`config.mk`:
```
export PLATFORM = sky130hd
export DESIGN_NAME = segment_translation_unit_core
export DESIGN_NICKNAME = d
export VERILOG_FILES = /design/src/rtl/stu_pkg.sv /design/src/rtl/stu_ctrl.sv /design/src/rtl/stu_datapath.sv /design/src/rtl/segment_translation_unit_core.sv
export SDC_FILE = /design/constraint.sdc
export NUM_CORES = 1
export LEC_CHECK = 0
export BUFFER_PORTS_ARGS = -buffer_cell sky130_fd_sc_hd__clkbuf_2
export CORE_UTILIZATION = 60
export CTS_CLUSTER_SIZE = 25
export DETAILED_ROUTE_END_ITERATION = 12
export GPL_ROUTABILITY_DRIVEN = 0
export PLACE_DENSITY = 0.8
export SYNTH_ARGS = -nofsm -noshare
export SYNTH_HDL_FRONTEND = slang
export SYNTH_SLANG_ARGS = --single-unit
```
`constraint.sdc`:
```
create_clock -name clk -period 9.6 [get_ports clk]
set_clock_uncertainty 0.15 [all_clocks]
set_input_delay 1.92 -clock clk [delete_from_list [all_inputs] [get_ports clk]]
set_output_delay 1.92 -clock clk [all_outputs]
set_load 0.005 [all_outputs]
```
`src/rtl/stu_pkg.sv`:
```
`timescale 1ns / 1ps
// ----------------------------------------------------------------------------
// Segment translation unit package
// Item types, result codes, controller states and commands shared by the
// controller, the datapath and the top level.
// ----------------------------------------------------------------------------
package stu_pkg;

  localparam logic ACT_ADD   = 1'b0;
  localparam logic ACT_XLATE = 1'b1;

  localparam logic [2:0] ST_OK      = 3'd0;
  localparam logic [2:0] ST_FULL    = 3'd1;
  localparam logic [2:0] ST_BAD_ADD = 3'd2;
  localparam logic [2:0] ST_NO_SEG  = 3'd3;
  localparam logic [2:0] ST_LIMIT   = 3'd4;
  localparam logic [2:0] ST_PROT    = 3'd5;

  typedef struct packed {
    logic        action;
    logic [3:0]  segment;
    logic [15:0] offset;
    logic [2:0]  access_kind;
    logic [15:0] new_base;
    logic [15:0] new_limit;
    logic [2:0]  new_perms;
  } stu_in_t;

  typedef struct packed {
    logic [2:0]  status;
    logic [16:0] physical_address;
    logic [2:0]  slot;
    logic [31:0] access_count;
    logic [31:0] fault_count;
    logic [31:0] protection_count;
  } stu_out_t;

  typedef enum logic [1:0] {
    S_IDLE,
    S_EXEC,
    S_DONE
  } stu_state_t;

  typedef struct packed {
    logic load;
    logic exec;
  } stu_cmd_t;

endpackage

```
`src/rtl/stu_ctrl.sv`:
```
`timescale 1ns / 1ps
// ----------------------------------------------------------------------------
// Segment translation unit controller
// Sequences one item at a time: capture, execute, then hold the result
// until the consumer takes it.
// ----------------------------------------------------------------------------
module stu_ctrl (
  input  logic              clk,
  input  logic              rst_n,
  input  logic              in_valid,
  output logic              in_stall,
  output logic              out_valid,
  input  logic              out_stall,
  output stu_pkg::stu_cmd_t cmd
);
  import stu_pkg::*;

  stu_state_t state_r;
  stu_state_t state_nxt;

  always_ff @(posedge clk) begin
    if (!rst_n) begin
      state_r <= S_IDLE;
    end else begin
      state_r <= state_nxt;
    end
  end

  always_comb begin
    state_nxt = state_r;
    unique case (state_r)
      S_IDLE: begin
        if (in_valid) begin
          state_nxt = S_EXEC;
        end
      end
      S_EXEC: begin
        state_nxt = S_DONE;
      end
      S_DONE: begin
        if (!out_stall) begin
          state_nxt = S_IDLE;
        end
      end
      default: begin
        state_nxt = S_IDLE;
      end
    endcase
  end

  always_comb begin
    in_stall  = 1'b1;
    out_valid = 1'b0;
    cmd       = '0;
    unique case (state_r)
      S_IDLE: begin
        in_stall = 1'b0;
        cmd.load = in_valid;
      end
      S_EXEC: begin
        cmd.exec = 1'b1;
      end
      S_DONE: begin
        out_valid = 1'b1;
      end
      default: begin
        in_stall = 1'b1;
      end
    endcase
  end

  assert property (@(posedge clk) disable iff (!rst_n) out_valid |-> in_stall)
    else $error("Result shown while an item is being accepted.");
  assert property (@(posedge clk) disable iff (!rst_n) cmd.exec |=> out_valid)
    else $error("Executed item did not produce a result.");
  assert property (@(posedge clk) disable iff (!rst_n)
                   (in_valid && !in_stall) |=> cmd.exec)
    else $error("Accepted item was not executed.");

endmodule

```
`src/rtl/stu_datapath.sv`:
```
`timescale 1ns / 1ps
// ----------------------------------------------------------------------------
// Segment translation unit datapath
// Holds the segment table, the saturating counters, the captured item and
// the result register.
// ----------------------------------------------------------------------------
module stu_datapath #(
  parameter int ENTRIES   = 8,
  parameter int MEM_BYTES = 65536
) (
  input  logic              clk,
  input  logic              rst_n,
  input  stu_pkg::stu_cmd_t cmd,
  input  stu_pkg::stu_in_t  in_data,
  output stu_pkg::stu_out_t out_data
);
  import stu_pkg::*;

  localparam int IDX_W = (ENTRIES > 1) ? $clog2(ENTRIES) : 1;
  localparam int CNT_W = $clog2(ENTRIES + 1);
  localparam logic [16:0] MEM_LIM = 17'(MEM_BYTES);
  localparam logic [CNT_W-1:0] FULL_CNT = CNT_W'(ENTRIES);

  stu_in_t  item_r;
  stu_out_t res_r;
  stu_out_t res_nxt;

  logic [15:0] base_r  [ENTRIES];
  logic [15:0] limit_r [ENTRIES];
  logic [2:0]  perms_r [ENTRIES];

  logic [CNT_W-1:0] used_cnt_r;
  logic [CNT_W-1:0] used_cnt_nxt;
  logic [31:0]      acc_cnt_r;
  logic [31:0]      acc_cnt_nxt;
  logic [31:0]      flt_cnt_r;
  logic [31:0]      flt_cnt_nxt;
  logic [31:0]      prot_cnt_r;
  logic [31:0]      prot_cnt_nxt;

  logic             do_write;
  logic [IDX_W-1:0] wr_idx;
  logic [IDX_W-1:0] rd_idx;
  logic [16:0]      add_end;
  logic             seg_present;
  logic [15:0]      rd_base;
  logic [15:0]      rd_limit;
  logic [2:0]       rd_perms;
  logic [31:0]      used_ext;

  assign wr_idx   = used_cnt_r[IDX_W-1:0];
  assign rd_idx   = item_r.segment[IDX_W-1:0];
  assign rd_base  = base_r[rd_idx];
  assign rd_limit = limit_r[rd_idx];
  assign rd_perms = perms_r[rd_idx];
  assign add_end  = 17'(item_r.new_base) + 17'(item_r.new_limit);
  assign used_ext = 32'(used_cnt_r);
  assign seg_present = (32'(item_r.segment) < used_ext);

  always_comb begin
    res_nxt      = '0;
    do_write     = 1'b0;
    used_cnt_nxt = used_cnt_r;
    acc_cnt_nxt  = acc_cnt_r;
    flt_cnt_nxt  = flt_cnt_r;
    prot_cnt_nxt = prot_cnt_r;
    if (item_r.action == ACT_ADD) begin
      if (used_cnt_r >= FULL_CNT) begin
        res_nxt.status = ST_FULL;
      end else if ((item_r.new_limit == 16'd0) || (add_end > MEM_LIM)) begin
        res_nxt.status = ST_BAD_ADD;
      end else begin
        res_nxt.status = ST_OK;
        res_nxt.slot   = used_ext[2:0];
        do_write       = 1'b1;
        used_cnt_nxt   = used_cnt_r + CNT_W'(1);
      end
    end else begin
      acc_cnt_nxt = (acc_cnt_r == '1) ? acc_cnt_r : acc_cnt_r + 32'd1;
      if (!seg_present) begin
        res_nxt.status = ST_NO_SEG;
        flt_cnt_nxt = (flt_cnt_r == '1) ? flt_cnt_r : flt_cnt_r + 32'd1;
      end else if (item_r.offset > rd_limit) begin
        res_nxt.status = ST_LIMIT;
        flt_cnt_nxt = (flt_cnt_r == '1) ? flt_cnt_r : flt_cnt_r + 32'd1;
      end else if ((rd_perms & item_r.access_kind) == 3'd0) begin
        res_nxt.status = ST_PROT;
        prot_cnt_nxt = (prot_cnt_r == '1) ? prot_cnt_r : prot_cnt_r + 32'd1;
      end else begin
        res_nxt.status           = ST_OK;
        res_nxt.physical_address = 17'(rd_base) + 17'(item_r.offset);
      end
    end
    res_nxt.access_count     = acc_cnt_nxt;
    res_nxt.fault_count      = flt_cnt_nxt;
    res_nxt.protection_count = prot_cnt_nxt;
  end

  always_ff @(posedge clk) begin
    if (!rst_n) begin
      used_cnt_r <= '0;
      acc_cnt_r  <= '0;
      flt_cnt_r  <= '0;
      prot_cnt_r <= '0;
    end else if (cmd.exec) begin
      used_cnt_r <= used_cnt_nxt;
      acc_cnt_r  <= acc_cnt_nxt;
      flt_cnt_r  <= flt_cnt_nxt;
      prot_cnt_r <= prot_cnt_nxt;
    end
  end

  always_ff @(posedge clk) begin
    if (cmd.load) begin
      item_r <= in_data;
    end
    if (cmd.exec) begin
      res_r <= res_nxt;
    end
    if (cmd.exec && do_write) begin
      base_r[wr_idx]  <= item_r.new_base;
      limit_r[wr_idx] <= item_r.new_limit;
      perms_r[wr_idx] <= item_r.new_perms;
    end
  end

  assign out_data = res_r;

  assert property (@(posedge clk) disable iff (!rst_n) used_cnt_r <= FULL_CNT)
    else $error("Segment count exceeds table size.");
  assert property (@(posedge clk) disable iff (!rst_n)
                   (cmd.exec && do_write) |=> (used_cnt_r == $past(used_cnt_r) + CNT_W'(1)))
    else $error("Segment add did not advance the count.");
  assert property (@(posedge clk) disable iff (!rst_n)
                   (cmd.exec && item_r.action == ACT_ADD) |=> $stable(acc_cnt_r))
    else $error("Add item changed the access counter.");

endmodule

```
`src/rtl/segment_translation_unit_core.sv`:
```
`timescale 1ns / 1ps
// ----------------------------------------------------------------------------
// Segment translation unit
// Base, limit and permission table with append-only adds, checked
// translation and saturating access, fault and protection counters.
// After acceptance the item passes the execute state, then the done state,
// where the result is valid; no new item is taken until it is consumed, as
// the controller runs one item at a time through capture, execute and hold.
// Reset empties the table and clears all counters in the same cycle.
// ----------------------------------------------------------------------------
module segment_translation_unit_core #(
  parameter int ENTRIES   = 8,
  parameter int MEM_BYTES = 65536
) (
  input  logic              clk,
  input  logic              rst_n,
  input  logic              in_valid,
  output logic              in_stall,
  input  stu_pkg::stu_in_t  in_data,
  output logic              out_valid,
  input  logic              out_stall,
  output stu_pkg::stu_out_t out_data
);
  import stu_pkg::*;

  stu_cmd_t cmd;

  stu_ctrl u_ctrl (
    .clk       (clk),
    .rst_n     (rst_n),
    .in_valid  (in_valid),
    .in_stall  (in_stall),
    .out_valid (out_valid),
    .out_stall (out_stall),
    .cmd       (cmd)
  );

  stu_datapath #(
    .ENTRIES   (ENTRIES),
    .MEM_BYTES (MEM_BYTES)
  ) u_datapath (
    .clk      (clk),
    .rst_n    (rst_n),
    .cmd      (cmd),
    .in_data  (in_data),
    .out_data (out_data)
  );

endmodule

```
==> Implementation_results.wiki <==
{| class="wikitable"
! Metric !! Value
|-
| Number of vias in the routed layout || 15.3k
|-
| Share of the cycle needed by the critical path after routing || 62.9%
|-
| Antenna violations before repair || 0
|-
| Mean post-synth cell area || 14.1 um^2
|-
| Share of cells above drive strength 1 || 20.5%
|-
| Fraction of synthesized cell area taken by the top area cell type || 56.4%
|-
| Pre-Repair DR Iteration Count || 7
|-
| Clock buffer count from CTS || 54
|-
| Power per cell area || 194 nW/um^2
|-
| Starting density of the core || 61.1%
|-
| Cell with the largest stage delay on the worst path || sky130_fd_sc_hd__dfxtp_4
|-
| Via count of the first global-routing pass || 14.9k
|-
| Layout Area Growth over Synthesis || 13.6%
|-
| Worst skew pair latency || 620 ps
|-
| Share of async-settable or async-resettable flops after synthesis || 0%
|-
| Fin crit period || 6040 ps
|-
| Clk buf depth || 3
|-
| Top area cells in the synthesized netlist || sky130_fd_sc_hd__edfxtp_1 (56%), sky130_fd_sc_hd__dfxtp_1 (8.6%), sky130_fd_sc_hd__mux4_2 (6.5%)
|-
| Leakage power || 9.94 nW
|-
| Cell chain of the critical path || buf_4 > mux4_2 > mux2i_1 > ha_1 > and4_1 > a2111oi_0 > o31ai_1 > a2111oi_1 > o211a_4 > nand3_2 > or4_1 > a21oi_1
|-
| CTS clock-pin slew for the worst setup and hold paths || 70 ps
|-
| Fill cell total of the finished layout || 2573
|-
| Core box area || 39900 um^2
|-
| Total of flip-flops plus latches after synthesis || 563
|-
| Peak clock frequency supported by timing || 0.166 GHz
|-
| Placement Rows || 73
|-
| Register-to-register setup slack || 3560 ps
|-
| Starting DRT DRC Count || 1422
|-
| Largest stage delay on the critical path || 760 ps
|-
| End of the worst register-to-register path || u_datapath.prot_cnt_r[4]
|-
| Cell area after synthesis || 24400 um^2
|-
| Biggest area consumer among synthesized cells || sky130_fd_sc_hd__edfxtp_1
|-
| Origin of the worst min-delay path || u_datapath.prot_cnt_r[18]
|-
| Synth Instances || 1728
|-
| Global-route wire length before repair || 82000 um
|-
| Kind of start point of the critical path || register
|-
| Worst setup path category || reg -> reg
|-
| HPWL after detailed placement || 33600 um
|-
| Root Buffer Master || sky130_fd_sc_hd__clkbuf_16
|-
| Sum of negative setup slack || 0 ps
|-
| Largest delay share family, worst path || compound AO/OA/AOI/OAI gates
|-
| Destination of the worst hold path || u_datapath.prot_cnt_r[18]
|-
| R2R cell count || 12
|-
| Slew headroom || 17.9%
|-
| Vertical die dimension || 204 um
|-
| Crit path DAT || 6410 ps
|-
| Portion of the post-synthesis area used by sequential elements || 65.0%
|-
| Antenna cell count || 0
|-
| Final WL || 53200 um
|-
| Number of buffers and inverters on the critical path || 1
|-
| Flip-flop and latch area || 15900 um^2
|-
| RSZ-0062 raised after global routing || no
|-
| Multi-input combinational cell area || 8130 um^2
|-
| Detailed-route vias per instance || 6.15
|-
| Final max-slew violation count || 0
|-
| Number of synthesis warnings || 0
|-
| Max-cap violations || 0
|-
| Number of nets in the final layout || 2039
|-
| Worst voltage drop across the vdd grid || 0.000199 V
|-
| Level count of the clock H-tree || 2
|-
| Required time worst endpoint || 9960 ps
|-
| Overall global routing resource usage || 26.1%
|-
| Number of enable-type register cells in the synthesized netlist || 458
|-
| Buffers added on ports || 183
|-
| Path type of the worst min-delay path || reg -> reg
|-
| Result of the run || finished clean
|-
| Pin count of the biggest net entering global routing || 94
|-
| DRC violations left || 0
|-
| Final count of hold timing violations || 0
|-
| Number of primary I/O pins || 184
|-
| Category of the worst setup path capture point || register
|-
| Net count of the mapped netlist || 1849
|-
| Maximum fanout along the worst path || 38
|-
| Total of hold buffers inserted after clock tree synthesis || 0
|-
| Measured slew at the worst slew-check pin || 1220 ps
|-
| Count of clock tree sinks || 563
|-
| Primary flip-flop cell chosen by synthesis mapping || sky130_fd_sc_hd__edfxtp_1
|-
| Clock tree from TritonCTS || yes
|-
| Setup WS post-layout || 3560 ps
|-
| PostCTS Resize Cnt || 0
|-
| Number of setup buffers added after CTS || 0
|-
| Final setup violation count || 0
|-
| Post-detailed-route wirelength per cell || 21.4 um
|-
| Placement-stage worst setup slack || 3610 ps
|-
| Unique masters post-synth || 61
|-
| Antenna Nets Post-Route || 0
|-
| Floorplan die width || 204 um
|-
| Die ar. || 41400 um^2
|-
| Total global routing overflow || 0
|-
| Depth of the worst hold-timing path || 2
|}
==> kinds of logic after synthesis <==
| family | after synthesis | synth area share [%] |
|---|---|---|
| and+or+nand+nor | 523 | 10.8 |
| buffers and inverters | 111 | 1.79 |
| adders and majority gates | 58 | 3.04 |
| xor gates and xnor gates | 139 | 4.99 |
| AOI/OAI and AO/OA | 203 | 5.27 |
| muxes | 131 | 9.10 |
| DFF | 563 | 65.0 |
==> layer usage <==
layer	track usage, %	share of wire [%]	vias up
li1	-	-	6976
met1	34.3	40	7551
met2	43.4	49	660
met3	4.04	7.1	119
met4	11.0	3.7	0
met5	0	0	-
==> layout make-up <==
class	count	area share, %
Timing Repair Buffer	201	3.79
Clock buffer	58	5.01
Tap cell	525	2.37
Clock inverter	44	1.60
Inverter	44	0.614
Sequential cell	563	57.3
Multi-Input combinational cell	1054	29.4
==> sequential cells by signal (all words and copies together) (netlist names), named ones only <==
register               count
u_datapath.limit_r       128
u_datapath.perms_r        24
u_datapath.used_cnt_r      4
u_datapath.out_data      119
u_datapath.flt_cnt_r      32
u_datapath.base_r        128
u_datapath.acc_cnt_r      32
u_datapath.item_r         59
u_datapath.prot_cnt_r     32
u_ctrl.state_r             2
==> cells in the mapped netlist, types with 4 or more instances <==
master / number
sky130_fd_sc_hd__edfxtp_1: 458
sky130_fd_sc_hd__o31ai_1: 32
sky130_fd_sc_hd__o21a_1: 4
sky130_fd_sc_hd__o41ai_1: 4
sky130_fd_sc_hd__buf_1: 12
sky130_fd_sc_hd__a21o_1: 13
sky130_fd_sc_hd__buf_2: 9
sky130_fd_sc_hd__or3_1: 21
sky130_fd_sc_hd__mux2_2: 25
sky130_fd_sc_hd__mux4_2: 70
sky130_fd_sc_hd__inv_1: 44
sky130_fd_sc_hd__nor2b_1: 8
sky130_fd_sc_hd__dfxtp_1: 105
sky130_fd_sc_hd__nand2b_1: 24
sky130_fd_sc_hd__nand3_1: 48
sky130_fd_sc_hd__a31oi_1: 6
sky130_fd_sc_hd__mux2i_1: 36
sky130_fd_sc_hd__and3_1: 21
sky130_fd_sc_hd__a21oi_1: 71
sky130_fd_sc_hd__nand4_1: 39
sky130_fd_sc_hd__nor3_1: 51
sky130_fd_sc_hd__and4_1: 9
sky130_fd_sc_hd__ha_1: 56
sky130_fd_sc_hd__o22ai_1: 4
sky130_fd_sc_hd__xnor2_1: 59
sky130_fd_sc_hd__or4_1: 27
sky130_fd_sc_hd__nor4_1: 17
sky130_fd_sc_hd__a211oi_1: 8
sky130_fd_sc_hd__nor2_1: 124
sky130_fd_sc_hd__clkbuf_1: 44
sky130_fd_sc_hd__and2_1: 10
sky130_fd_sc_hd__o21ai_0: 36
sky130_fd_sc_hd__xor2_1: 80
sky130_fd_sc_hd__nand2_1: 114
==> placed cells by master, fill, tap and decap left out, drive strengths merged, types with 4 or more instances in the layout <==
cell,Yosys,routed
buf,23,18
nand2b,24,24
o41ai,4,4
o22ai,4,4
a21oi,71,71
nor3,51,51
or4,27,27
mux2i,36,36
nor2,124,124
clkbuf,44,241
o21ai,38,38
xor2,80,80
ha,56,56
a21o,13,13
nand2,114,114
and4,9,9
nand4,39,39
mux4,70,70
a31oi,6,6
dfxtp,105,105
xnor2,59,59
or3,21,21
nand3,50,50
clkinv,0,32
and2,10,10
nor2b,8,8
nor4,17,17
bufinv,0,8
edfxtp,458,458
o31ai,32,32
mux2,25,25
a211oi,8,8
and3,21,21
inv,44,45
o21a,4,4
==> per-stage QoR <==
stage                     hold slack, ps  total power [mW]  util, %  std cells  instance area (um^2)
after floorplan                      285              3.10        -       1728                 24400
after global placement               293              3.23     64.8       2387                 25900
after detailed placement             302              3.25     64.8       2387                 25900
after CTS                            320              5.41     69.4       2489                 27700
after global routing                 348              5.55     69.4       2489                 27700
final                                315              5.38     69.4       2489                 27700
==> tightest hold or removal path: stages (launching register included) <==
cell	delay, ps
sky130_fd_sc_hd__dfxtp_1	310
sky130_fd_sc_hd__nand2_1	50
sky130_fd_sc_hd__mux2i_1	50
==> worst max path at each step <==
stage	slack, ps	to	depth (start not counted)
global placement	3690	u_datapath.prot_cnt_r[8]	12
finish	3560	u_datapath.prot_cnt_r[4]	12
detailed placement	3610	u_datapath.prot_cnt_r[27]	12
floorplan	1260	u_datapath.base_r[1][0]	8
CTS	3540	u_datapath.prot_cnt_r[27]	12
global route	3020	u_datapath.prot_cnt_r[27]	12
==> where the power goes <==
group          total, mW  internal, mW  switching [mW]  leakage, nW
sequential          2.76          2.69          0.0619         5.06
combinational      0.449         0.193           0.256         3.97
clock               2.18          1.26           0.915        0.902
Power figures use the tool's default switching activity.
